`src/shbb_pkg.sv`:
```
`timescale 1ns / 1ps

package shbb_pkg;

   // Table geometry; the bucket and bloom word counts are powers of two.
   localparam int NUM_BUCKETS     = 16;
   localparam int BLOOM_WORDS     = 4;
   localparam int BLOOM_WORD_BITS = 32;

   localparam int BUCKET_W    = $clog2(NUM_BUCKETS);
   localparam int BLOOM_IDX_W = $clog2(BLOOM_WORDS);
   localparam int BIT_IDX_W   = $clog2(BLOOM_WORD_BITS);

   localparam logic [31:0] HASH_SEED       = 32'd5381;
   localparam logic [3:0]  SYM_TYPE_FILE   = 4'd4;
   localparam logic [3:0]  SYM_BIND_LOCAL  = 4'd0;
   localparam logic [7:0]  NAME_TERMINATOR = 8'd0;
   localparam logic [15:0] SECTION_UNDEF   = 16'd0;
   localparam logic [4:0]  BLOOM_SHIFT_RST = 5'd5;

   // One name byte plus the symbol attributes used at the terminator.
   typedef struct packed {
      logic [7:0]  name_byte;
      logic [7:0]  sym_info;
      logic [15:0] section_index;
   } req_payload_type;

   // One completed symbol.
   typedef struct packed {
      logic [31:0] symbol_hash;
      logic [3:0]  bucket_number;
      logic        is_local;
      logic [1:0]  bloom_word_index;
      logic [31:0] bloom_word_value;
   } rsp_payload_type;

endpackage

```
`src/symbol_hash_bloom_builder.sv`:
```
`timescale 1ns / 1ps

// Symbol hash and bloom filter builder.
// The req channel carries one symbol-name byte per item, with the symbol's
// info byte and section index; those two are only looked at when the byte is
// zero, which ends the name. Non-zero bytes fold into a running djb2 hash
// (h*33 + byte) and produce no result. A zero byte produces one rsp item in
// the cycle after it is accepted: the hash, its bucket, the local flag, and the
// index and new value of the bloom word that received the symbol's two bits.
// The running hash then restarts at 5381.
// Throughput is one item per cycle unless rsp stalls; the hash update is a
// single shift-add and the bloom update a single read-modify-write of a word
// register. The csr channel writes the 5-bit bloom shift and is always ready.
// Reset clears the bloom words and the result valid flag, and loads the seed
// and a shift of 5. While rsp is stalled with a result pending, req_ready
// stays low; it rises in the cycle the pending result is taken.
module symbol_hash_bloom_builder
   import shbb_pkg::*;
(
   input  logic            clock,
   input  logic            reset,
   input  logic            req_valid,
   output logic            req_ready,
   input  req_payload_type req_payload,
   output logic            rsp_valid,
   input  logic            rsp_ready,
   output rsp_payload_type rsp_payload,
   input  logic            csr_valid,
   output logic            csr_ready,
   input  logic [4:0]      csr_data
);

   logic [31:0]                bloom_ff [BLOOM_WORDS];
   logic [31:0]                hash_ff;
   logic [31:0]                hash_in;
   logic [4:0]                 shift_ff;
   logic                       rsp_valid_ff;
   logic                       rsp_valid_in;
   rsp_payload_type            rsp_ff;
   rsp_payload_type            rsp_in;
   logic                       accept;
   logic                       terminator;
   logic [31:0]                hash_second;
   logic [31:0]                bit_mask;
   logic [BLOOM_IDX_W-1:0]     word_idx;
   logic [31:0]                word_new;
   logic                       local_sym;

   assign accept     = req_valid && req_ready;
   assign terminator = (req_payload.name_byte == NAME_TERMINATOR);
   assign req_ready  = !rsp_valid_ff || rsp_ready;
   assign csr_ready  = 1'b1;
   assign rsp_valid  = rsp_valid_ff;
   assign rsp_payload = rsp_ff;

   // Bloom word selection and the two bits that the symbol sets.
   assign hash_second = hash_ff >> shift_ff;
   assign word_idx    = hash_ff[BIT_IDX_W +: BLOOM_IDX_W];
   assign bit_mask    = (32'd1 << hash_ff[BIT_IDX_W-1:0]) |
                        (32'd1 << hash_second[BIT_IDX_W-1:0]);
   assign word_new    = bloom_ff[word_idx] | bit_mask;

   // A symbol is local if it is a file entry, has local binding or no section.
   assign local_sym = (req_payload.sym_info[3:0] == SYM_TYPE_FILE) ||
                      (req_payload.sym_info[7:4] == SYM_BIND_LOCAL) ||
                      (req_payload.section_index == SECTION_UNDEF);

   // Running hash: shift-add by 33, back to the seed after a terminator.
   always_comb begin
      hash_in = hash_ff;
      if (accept) begin
         if (terminator) begin
            hash_in = HASH_SEED;
         end else begin
            hash_in = (hash_ff << 5) + hash_ff + {24'd0, req_payload.name_byte};
         end
      end
   end

   // Result register contents and its valid flag.
   always_comb begin
      rsp_in.symbol_hash      = hash_ff;
      rsp_in.bucket_number    = hash_ff[BUCKET_W-1:0];
      rsp_in.is_local         = local_sym;
      rsp_in.bloom_word_index = word_idx;
      rsp_in.bloom_word_value = word_new;
      if (accept && terminator) begin
         rsp_valid_in = 1'b1;
      end else if (rsp_ready) begin
         rsp_valid_in = 1'b0;
      end else begin
         rsp_valid_in = rsp_valid_ff;
      end
   end

   always_ff @(posedge clock) begin
      if (reset) begin
         hash_ff      <= HASH_SEED;
         shift_ff     <= BLOOM_SHIFT_RST;
         rsp_valid_ff <= 1'b0;
      end else begin
         hash_ff      <= hash_in;
         rsp_valid_ff <= rsp_valid_in;
         if (csr_valid && csr_ready) begin
            shift_ff <= csr_data;
         end
      end
   end

   // The payload register loads only with a new result.
   always_ff @(posedge clock) begin
      if (accept && terminator) begin
         rsp_ff <= rsp_in;
      end
   end

   // Bloom words, cleared at reset and updated once per terminator.
   always_ff @(posedge clock) begin
      if (reset) begin
         for (int i = 0; i < BLOOM_WORDS; i++) begin
            bloom_ff[i] <= '0;
         end
      end else if (accept && terminator) begin
         bloom_ff[word_idx] <= word_new;
      end
   end

`ifndef ASSERT_OFF
   // A terminator always yields a pending result in the next cycle.
   a_term_result: assert property (@(posedge clock) disable iff (reset)
      (accept && terminator) |=> rsp_valid)
      else $error("terminator did not produce a result");

   // The hash restarts from the seed after each completed name.
   a_hash_restart: assert property (@(posedge clock) disable iff (reset)
      (accept && terminator) |=> (hash_ff == HASH_SEED))
      else $error("running hash not reseeded");

   // The reported word always holds the bit chosen by the hash itself.
   a_bloom_bit: assert property (@(posedge clock) disable iff (reset)
      rsp_valid |-> rsp_payload.bloom_word_value[rsp_payload.symbol_hash[4:0]])
      else $error("bloom bit missing from reported word");

   // A name byte on its own never creates a result.
   a_no_spurious: assert property (@(posedge clock) disable iff (reset)
      (!rsp_valid && accept && !terminator) |=> !rsp_valid)
      else $error("result raised without a terminator");
`endif

endmodule
```
`config.mk`:
```
export PLATFORM = sky130hd
export DESIGN_NAME = symbol_hash_bloom_builder
export DESIGN_NICKNAME = d
export VERILOG_FILES = /design/src/shbb_pkg.sv /design/src/symbol_hash_bloom_builder.sv
export SDC_FILE = /design/constraint.sdc
export NUM_CORES = 1
export LEC_CHECK = 0
export CORE_MARGIN = 2
export CORE_UTILIZATION = 52
export CTS_CLUSTER_SIZE = 8
export DETAILED_ROUTE_END_ITERATION = 8
export DONT_BUFFER_PORTS = 1
export PLACE_DENSITY = 0.67
export SLEW_MARGIN = 20
export SYNTH_ARGS = -nofsm -noshare
export SYNTH_HDL_FRONTEND = slang
export SYNTH_SLANG_ARGS = --single-unit
```
`constraint.sdc`:
```
create_clock -name clock -period 14.5 [get_ports clock]
set_clock_uncertainty 0.05 [all_clocks]
set_input_delay 2.9 -clock clock [delete_from_list [all_inputs] [get_ports clock]]
set_output_delay 2.9 -clock clock [all_outputs]
set_load 0.03 [all_outputs]
```
Word-level counts from Yosys, hierarchy flattened. Memories as Yosys holds them, arrays and structs flattened. A register that Yosys moved wholly into a read port is not among the register bits. Index checks and enable logic that the tools add are counted. Widths: inputs -> output; s select.

Bits in writable memories: 128. Flip-flop bits (word level): 109. Logic and storage cells: 41. Memories kept: 1. Output and inout port bits: 74. Input bits: 42.

Memories: bloom_ff (words 4, bits a word 32, rd ports 1, clocked after Yosys merged registers in 1, wr ports 4, RTL line symbol_hash_bloom_builder.sv:33) `logic [31:0] bloom_ff [BLOOM_WORDS];`.

$add $sub $neg: 2. Muxes and demuxes: 13. Reductions and logical operators: 11. Shift operators: 3. Bitwise gates (word level): 2. Eq/ne operators: 1.

Operators with widths (number): $mux 32 (2); $or 32x32->32 (2); $shl 1x5->32 const A (2); $add 32x32->32 (1); $add 32x8->32 (1); $reduce_or 32->1 (1); $shr 32x5->5 (1); $logic_not 16->1 (1); $logic_not 8->1 (1); $mux 1 (8); $mux 2 (3); $eq 4x3->1 const B (1); $logic_not 4->1 (1); $logic_or 1x1->1 (3); $logic_and 1x1->1 (2); $reduce_bool 2->1 (1); $logic_not 1->1 (1).

Logic depth before layout (Yosys ltp). Gate-level depths: netlist of run 1.

Word-level depth: 9. Mapped depth: 13. Mapped depth without buffers: 13.

Worst setup path after synthesis of run 1. No wires, ideal clock.

Path kind: input to register. From: in rsp_ready. To: mem bloom_ff[3][0], enable pin. Required time: 14.073 ns. Path slack: 6.898 ns. Arrival time: 7.175 ns. Path buffers: 0. Setup time: 0.377 ns. Stages on the path: 4. Cells stage by stage: nand2b_1 nand2_1 nor2_1 a31o_2.

RTL lines: start, declared (RTL line symbol_hash_bloom_builder.sv:26) `input logic rsp_ready,`; end, declared (RTL line symbol_hash_bloom_builder.sv:33).

Final worst setup path of run 1.
From: in rsp_ready. To: out req_ready.

Word-level cells in the longest chain between the ends: 1.

Ends and longest elaborated chain: $logic_or 1x1->1 (RTL line symbol_hash_bloom_builder.sv:51) `assign req_ready = !rsp_valid_ff || rsp_ready;`; end, declared (RTL line symbol_hash_bloom_builder.sv:23) `output logic req_ready,`.

Every way passes these cells.

==> flow_summary.yaml, run 1 <==
clock_tree:
  cts_setup_buffers: 0
  htreeDepth: 2
  cts_buffers: 35
  cts_resized: 0
  cts-root-to-sink-buffers: 3
  clkLatencyLatePin_ns: 0.51
  ctsHoldBuffers: 0
  cts_tree: "built"
  clk_pin_slew_ns: 0.05
  cts-root-buf: "clkbuf_16"
  cts.sinks: 233
floorplanning:
  ios: 116
  dieArea_um2: 25800
  die_height_um: 161
  die_w_um: 161
  rows: 57
  start_util: 0.527
  core_area_um2: 24200
synth:
  synth.top_cell.area_share: 0.454
  synthesis.area_um2: 12800
  yosys_warnings: 0
  async_reset_ff_frac: 0
  synth_area_leaders: "edfxtp_1 45%, mux4_2 8.5%, dfxtp_1 6.3%"
  ys.flop_type: "edfxtp_1"
  synthesis.nets: 1106
  postSynthCellCount: 1002
  ys_ff_latch: 233
  synth_edf_count: 193
  synth_common_cells: "193 x edfxtp_1, 170 x nor2_1, 58 x ha_1, 51 x inv_1, 48 x mux4_2"
  synth.most_common_cell: "edfxtp_1"
  synth_seq_area_share: 0.516
  avgSynthCellArea_um2: 12.8
  synth_cell_type_count: 68
  synth_top_area_cell: "edfxtp_1"
critical_path:
  start_kind: "input pin"
  max_stage_delay_ns: 0.33
  r2r-end: "bloom_ff[2][3]$_SDFFCE_PN0P_"
  ff2ff_path_depth: 8
  slowest_stage: "nand2b_1"
  crit_chain: "nand2b_1"
  cp.arrival_ns: 3.23
  r2r-start: "rsp_valid$_SDFFE_PP0P_"
  worstSetupEndpointType: "primary output"
  cp.required_ns: 11.55
  cp_num_buf_inv: 0
  crit_type: "input pin to primary output"
  r2r_slack_ns: 10.38
  crit_fanout: 4
  path_delay_family: "simple AND/OR/NAND/NOR gates"
layout:
  layout-drive-gt1-share: 0.169
  seqCellArea_um2: 6600
  area_growth_pct: 9.30
  utilization: 0.576
  instances_no_fill: 1335
  design_area_um2: 14000
  multiInputGateArea_um2: 5690
  final_nets: 1096
  fillers: 1958
placement:
  place_hpwl_mm: 19.2
  pre_cts_ws_ns: 7.88
  gp_congestion: 0.864
  dp.cells: 1279
  dpl_cell_area_um2: 13000
  io_buffers: 0
timing:
  fmax_mhz: 162
  worst_slack_ns: 8.32
  slew_headroom: 0.291
  rsz0062_at_grt: "false"
  totalNegativeSetupSlack_ns: 0
  setup_viol: 0
  worst_hold_slack_ns: 0.514
  min_period_ns: 6.18
  tightestPinTransition_ns: 1.06
  post-route-period-util: 0.426
  hold_viol: 0
  slew_viol_final: 0
grt:
  grt_overflow: 0
  antenna_found_initial: 1
  grt_pass1_wl_mm: 46.5
  grt_max_degree: 68
  track_usage: 0.230
  grt_pass1_vias: 7967
status:
  status: "completed"
route:
  antenna_left: 0
  routedWlPerCell_um: 21.9
  drc: 0
  vias: 8105
  viasPerCell: 6.07
  firstDrtPassIters: 4
  initialDrtViolationCount: 642
  wl_mm: 29.3
hold_path:
  hold_end: "rsp_payload[69]$_DFFE_PP_"
  hold_path_depth: 0
  min_path_type: "register to register"
  hold_start: "hash_ff[30]$_SDFFE_PP0P_"
power:
  vdd_ir_drop_max_mv: 0.0840
  leakage_nw: 5.48
  finalPower_mw: 2.24
  power_density_nw_per_um2: 160
flow_run:
  maxCapViolCount: 0
## registers in the layout (all words and copies together) (netlist names), named ones only
register and count:
hash_ff 32, rsp_payload 65, shift_ff 5, rsp_valid 1, bloom_ff 128
## kinds of logic after synthesis
family / Yosys count / share of synthesized area
compound gates: 184 / 0.130
xor+xnor: 26 / 0.0178
fa+ha+maj: 62 / 0.0631
buf+inv: 111 / 0.0391
flops: 233 / 0.516
mux: 95 / 0.126
other cells: 1 / 0.000294
simple gates: 290 / 0.107
## per-layer routing
metal	routed length (µm)	global-route usage	up-vias
li1	-	-	3774
met1	13600	0.349	4006
met3	1980	0.0455	44
met2	13200	0.342	281
met4	516	0.0584	0
met5	0	0	-
## report_power, final
part           leakage (nW)  switching, mW  total (mW)  internal (mW)
Combinational          2.77          0.370       0.652          0.282
Clock                 0.470          0.285       0.731          0.446
Sequential             2.24         0.0823       0.856          0.774
## cell usage in the layout, fill, tap and decap left out, types with 19 or more instances in the layout
cell       Yosys  layout
a21o_1        26      26
a21oi_1       30      30
a221oi_2      19      19
clkbuf_16      0      35
dfxtp_1       40      37
edfxtp_1     193     193
ha_1          58      58
inv_1         51      51
mux2i_1       32      32
mux4_2        48      48
nand2_1       33      33
nor2_1       170     168
o21ai_0       25      25
## worst max path at each step
| stage | from | to | slack (ns) | cells past startpoint |
|---|---|---|---|---|
| after global placement | rsp_ready | bloom_ff[2][5]$_SDFFCE_PN0P_ | 7.92 | 8 |
| after CTS | rsp_ready | req_ready | 8.32 | 1 |
| after floorplan | rsp_ready | bloom_ff[3][0]$_DFFE_PP_ | 6.90 | 4 |
| after global routing | rsp_ready | bloom_ff[2][3]$_SDFFCE_PN0P_ | 8.13 | 8 |
| after detailed placement | rsp_ready | bloom_ff[2][4]$_SDFFCE_PN0P_ | 7.88 | 8 |
| final | rsp_ready | req_ready | 8.32 | 1 |
## final cells by class
cell class	count	area share
Multi-Input combinational cell	658	0.407
Tap cell	324	0.0290
Clock buffer	52	0.0673
Sequential cell	233	0.473
Timing Repair Buffer	13	0.00699
Antenna cell	1	0.000179
Inverter	51	0.0137
Clock inverter	3	0.00269
No activity file was read; power rests on OpenSTA's default activity.
==> inputs of run 2 (changes only) <==
--- a/config.mk
+++ b/config.mk
@@ -10,7 +10,7 @@
 export CTS_CLUSTER_SIZE = 8
 export DETAILED_ROUTE_END_ITERATION = 8
 export DONT_BUFFER_PORTS = 1
-export PLACE_DENSITY = 0.67
+export PLACE_DENSITY = 0.7
 export SLEW_MARGIN = 20
 export SYNTH_ARGS = -nofsm -noshare
 export SYNTH_HDL_FRONTEND = slang
==> constraint.sdc (replaced) <==
create_clock -name clock -period 5.1 [get_ports clock]
set_clock_uncertainty 0.05 [all_clocks]
set_input_delay 1.02 -clock clock [delete_from_list [all_inputs] [get_ports clock]]
set_output_delay 1.02 -clock clock [all_outputs]
set_load 0.03 [all_outputs]
==> flow_summary.yaml, run 2 (synthesis results as in run 1) <==
grt:
  grt.busiest_layer: "met2"
  antenna_found_initial: 0
  track_usage: 0.233
  grt_max_degree: 68
  grt_pass1_wl_mm: 46.8
  met2_usage: 0.361
  grt_overflow: 0
  grt_pass1_vias: 8083
  grt_use_met3: 0.0439
  grtUsageMet1: 0.339
placement:
  gp_congestion: 0.882
  place_hpwl_mm: 19.3
  pre_cts_ws_ns: 1.01
  io_buffers: 0
  dp.cells: 1284
  dpl_cell_area_um2: 13000
clock_tree:
  clkLatencyLatePin_ns: 0.51
  clk_pin_slew_ns: 0.05
  ctsHoldBuffers: 0
  cts_setup_buffers: 0
  cts_buffers: 35
  cts_resized: 0
  cts-root-buf: "clkbuf_16"
  cts.sinks: 233
  htreeDepth: 2
  cts-root-to-sink-buffers: 3
  cts_tree: "built"
layout:
  layout-drive-gt1-share: 0.173
  largest_reg_flops: 128
  area_growth_pct: 9.63
  top_register: "bloom_ff"
  final_cell_mix: "193 x edfxtp_1, 169 x nor2_1, 58 x ha_1"
  design_area_um2: 14000
  final_nets: 1101
  n_antenna_cell: 0
  utilization: 0.578
  instances_no_fill: 1337
  layout_commonest_cell: "edfxtp_1"
critical_path:
  crit_chain: "inv_1 > fa_1 > inv_1 > ha_1 > a21oi_1 > nand2_1 > o21ai_0 > o21ai_0 > a21oi_2 > o21ai_0 > a221oi_1 > xnor2_1 > a22o_1"
  worstSetupEndpointType: "register"
  critPathCapture: "hash_ff[28]$_SDFFE_PP0P_"
  startpoint: "hash_ff[0]$_SDFFE_PP1P_"
  start_kind: "register"
  cp.arrival_ns: 4.26
  crit_fanout: 10
  r2r-end: "hash_ff[28]$_SDFFE_PP0P_"
  slowest_stage: "dfxtp_1"
  r2r_slack_ns: 1.18
  crit_path_frequent_cell: "o21ai_0"
  r2r-start: "hash_ff[0]$_SDFFE_PP1P_"
  max_stage_delay_ns: 0.66
  ff2ff_path_depth: 13
  crit_type: "register to register"
  cp.required_ns: 5.44
timing:
  hold_viol: 0
  worst_hold_slack_ns: 0.499
  tightestPinTransition_ns: 1.25
  totalNegativeSetupSlack_ns: 0
  fmax_mhz: 255
  setup_viol: 0
  post-route-period-util: 0.768
  rsz0062_at_grt: "false"
  slew_viol_final: 0
  min_period_ns: 3.92
  slew_headroom: 0.159
  worst_slack_ns: 1.18
route:
  drc: 0
  firstDrtPassIters: 6
  viasPerCell: 6.13
  wl_mm: 29.8
  routedWlPerCell_um: 22.3
  vias: 8196
  initialDrtViolationCount: 775
  antenna_left: 0
power:
  intPower_mw: 4.26
  vdd_ir_drop_max_mv: 0.300
  combinationalPowerShare: 0.288
  switching_share: 0.326
  power.switching_mw: 2.07
  clkPwrFrac: 0.325
  leakage_nw: 5.50
  sequentialPowerShare: 0.387
  finalPower_mw: 6.33
  power_density_nw_per_um2: 452
floorplanning:
  die_w_um: 161
  start_util: 0.527
  rows: 57
  die_height_um: 161
  dieArea_um2: 25800
  core_area_um2: 24200
  ios: 116
status:
  status: "completed"
flow_run:
  maxCapViolCount: 0
hold_path:
  min_path_type: "register to register"
run 2: cell types whose count changed in the layout (fill, tap and decap cells not counted), sizes merged:
cell	previous run	this run
clkinv	1	3
buf	13	18
clkbuf	52	50
inv	53	51
diode	1	0
run 2: worst min-delay path by stage:
stage	slack [ns]	cells past startpoint	endpoint	from
2_1_floorplan	0.44	0	rsp_payload[41]$_DFFE_PP_	hash_ff[2]$_SDFFE_PP1P_
3_3_place_gp	0.49	0	rsp_payload[70]$_DFFE_PP_	hash_ff[31]$_SDFFE_PP0P_
3_5_place_dp	0.50	0	rsp_payload[70]$_DFFE_PP_	hash_ff[31]$_SDFFE_PP0P_
4_1_cts	0.50	0	rsp_payload[69]$_DFFE_PP_	hash_ff[30]$_SDFFE_PP0P_
5_1_grt	0.52	1	hash_ff[3]$_SDFFE_PP0P_	reset
6_report	0.50	0	rsp_payload[69]$_DFFE_PP_	hash_ff[30]$_SDFFE_PP0P_
run 2: final cells by class:
| type | instances | area (µm²) |
|---|---|---|
| fillers | 1951 | 10200 |
| flip-flops and latches | 233 | 6600 |
| multi-input cells | 658 | 5690 |
| clock buffers | 50 | 932 |
| well taps | 324 | 405 |
| inverters | 51 | 191 |
| repair buffers | 18 | 148 |
| clock inverters | 3 | 41.3 |
run 2: power groups by stage:
stage	sequential [mW]	clock [mW]	combinational (mW)
3_3_place_gp	2.48	0	1.78
5_1_grt	2.47	2.18	1.98
6_report	2.45	2.06	1.82
3_5_place_dp	2.49	0	1.80
4_1_cts	2.45	2.08	1.81
2_1_floorplan	2.34	0	1.54
run 2: layer usage:
layer,wire length [µm],share of wire
met1,13300,0.45
met2,13800,0.46
met3,2150,0.072
met4,583,0.020
met5,0,0
run 2: critical path, delay by kind of cell, from the launching register on:
| family | cells | cell delay (ns) |
|---|---|---|
| adders and majority gates | 2 | 0.86 |
| xor gates and xnor gates | 1 | 0.11 |
| buffers and inverters | 2 | 0.23 |
| AOI/OAI and AO/OA | 7 | 1.83 |
| and+or+nand+nor | 1 | 0.07 |
| DFF | 1 | 0.66 |
==> inputs of run 3 (changes only) <==
==> constraint.sdc (replaced) <==
create_clock -name clock -period 3.43 [get_ports clock]
set_clock_uncertainty 0.05 [all_clocks]
set_input_delay 0.686 -clock clock [delete_from_list [all_inputs] [get_ports clock]]
set_output_delay 0.686 -clock clock [all_outputs]
set_load 0.03 [all_outputs]
==> flow_summary.yaml, run 3 (synthesis results as in run 1) <==
status:
  status: "completed"
timing:
  post-route-period-util: 0.956
  fmax_mhz: 305
  tightestPinTransition_ns: 0.990
  totalNegativeSetupSlack_ns: 0
  slew_headroom: 0.337
  min_period_ns: 3.28
  hold_viol: 0
  rsz0062_at_grt: "false"
  worst_hold_slack_ns: 0.199
  setup_viol: 0
  slew_viol_final: 0
floorplanning:
  dieArea_um2: 25800
  core_area_um2: 24200
  start_util: 0.527
  die_w_um: 161
  die_height_um: 161
  rows: 57
  ios: 116
placement:
  place_hpwl_mm: 20.1
  io_buffers: 0
  gp_congestion: 0.892
  dpl_cell_area_um2: 13400
  dp.cells: 1320
layout:
  utilization: 0.592
  design_area_um2: 14400
  fillers: 1962
  area_growth_pct: 12.4
  layout-drive-gt1-share: 0.206
  final_cell_mix: "193 x edfxtp_1, 169 x nor2_1, 58 x ha_1"
  instances_no_fill: 1375
  largest_reg_flops: 128
  top_register: "bloom_ff"
  n_antenna_cell: 0
  final_nets: 1137
  layout_commonest_cell: "edfxtp_1"
route:
  routedWlPerCell_um: 22.3
  firstDrtPassIters: 5
  wl_mm: 30.7
  vias: 8417
  drc: 0
  initialDrtViolationCount: 752
  viasPerCell: 6.12
  antenna_left: 0
critical_path:
  start_kind: "register"
  crit_chain: "inv_1 > fa_1 > inv_1 > ha_1 > o21a_1 > o31ai_1 > a221oi_2 > o31ai_2 > a211o_1 > and2_1 > o21bai_1 > xor2_1 > a22o_1"
  crit_type: "register to register"
  worstSetupEndpointType: "register"
  slowest_stage: "fa_1"
  crit_path_frequent_cell: "inv_1"
  cp_num_buf_inv: 2
  cp.required_ns: 3.76
  crit_fanout: 5
  cp.arrival_ns: 3.61
  max_stage_delay_ns: 0.50
  path_delay_family: "compound AO/OA/AOI/OAI gates"
clock_tree:
  cts_setup_buffers: 0
  htreeDepth: 2
  clk_pin_slew_ns: 0.05
  cts_tree: "built"
  cts-root-buf: "clkbuf_16"
  ctsHoldBuffers: 0
  cts-root-to-sink-buffers: 3
  cts_buffers: 35
  cts.sinks: 233
  clkLatencyLatePin_ns: 0.51
power:
  leakage_nw: 5.70
  vdd_ir_drop_max_mv: 0.449
  power_density_nw_per_um2: 671
hold_path:
  min_path_type: "input pin to register"
flow_run:
  maxCapViolCount: 0
grt:
  grt_max_degree: 68
  track_usage: 0.238
  grt_overflow: 0
  grt_pass1_wl_mm: 47.8
  antenna_found_initial: 0
  grt_pass1_vias: 8468
## run 3: cell type report
| type | count | area, µm² | share of cell area |
|---|---|---|---|
| sequential | 233 | 6600 | 0.460 |
| multi-input combinational | 658 | 5710 | 0.397 |
| clock buffer | 52 | 950 | 0.0661 |
| timing repair buffer | 54 | 468 | 0.0326 |
| tap | 324 | 405 | 0.0282 |
| inverter | 51 | 191 | 0.0133 |
| clock inverter | 3 | 33.8 | 0.00235 |
## run 3: metrics by stage
step | power, mW | worst slack [ns]
finish | 9.64 | 0.152
global route | 10.1 | 0.00689
CTS | 9.67 | 0.0373
detailed placement | 6.55 | -0.243
global placement | 6.53 | -0.196
floorplan | 5.77 | 0.0480
## run 3: final timing paths
path                                start                        end  slack (ns)  cells after the start
setup / recovery  hash_ff[5]$_SDFFE_PP0P_   hash_ff[27]$_SDFFE_PP0P_        0.15                     13
setup reg to reg  hash_ff[5]$_SDFFE_PP0P_   hash_ff[27]$_SDFFE_PP0P_        0.15                     13
hold / removal                      reset    hash_ff[3]$_SDFFE_PP0P_        0.20                      1
hold reg to reg   hash_ff[7]$_SDFFE_PP0P_  rsp_payload[46]$_DFFE_PP_        0.50                      0
## run 3: report_power, final
group          internal (mW)  leakage [nW]  switching (mW)
Combinational           1.34          2.99            1.65
Clock                   1.90         0.476            1.19
Sequential              3.27          2.24           0.278
Total                   6.52          5.70            3.12
## run 3: timing repair
item / 4_1_cts / 5_1_grt
setup endpoints to repair: 0 / 7
gates resized for setup: 0 / 7
hold endpoints to repair: 0 / 0
## run 3: worst reg2reg max path, stage by stage, from the launching register on
cell and delay [ns]:
dfxtp_1 0.32, inv_1 0.12, fa_1 0.50, inv_1 0.04, ha_1 0.33, o21a_1 0.14
o31ai_1 0.12, a221oi_2 0.37, o31ai_2 0.16, a211o_1 0.33, and2_1 0.21, o21bai_1 0.18
xor2_1 0.08, a22o_1 0.19
## run 3: metal layers
metal,GRT usage,vias to the layer above,part of all wire
met5,0,-,0
met4,0.0787,0,0.026
met3,0.0483,61,0.073
met2,0.374,382,0.47
met1,0.335,4116,0.44
li1,-,3858,-
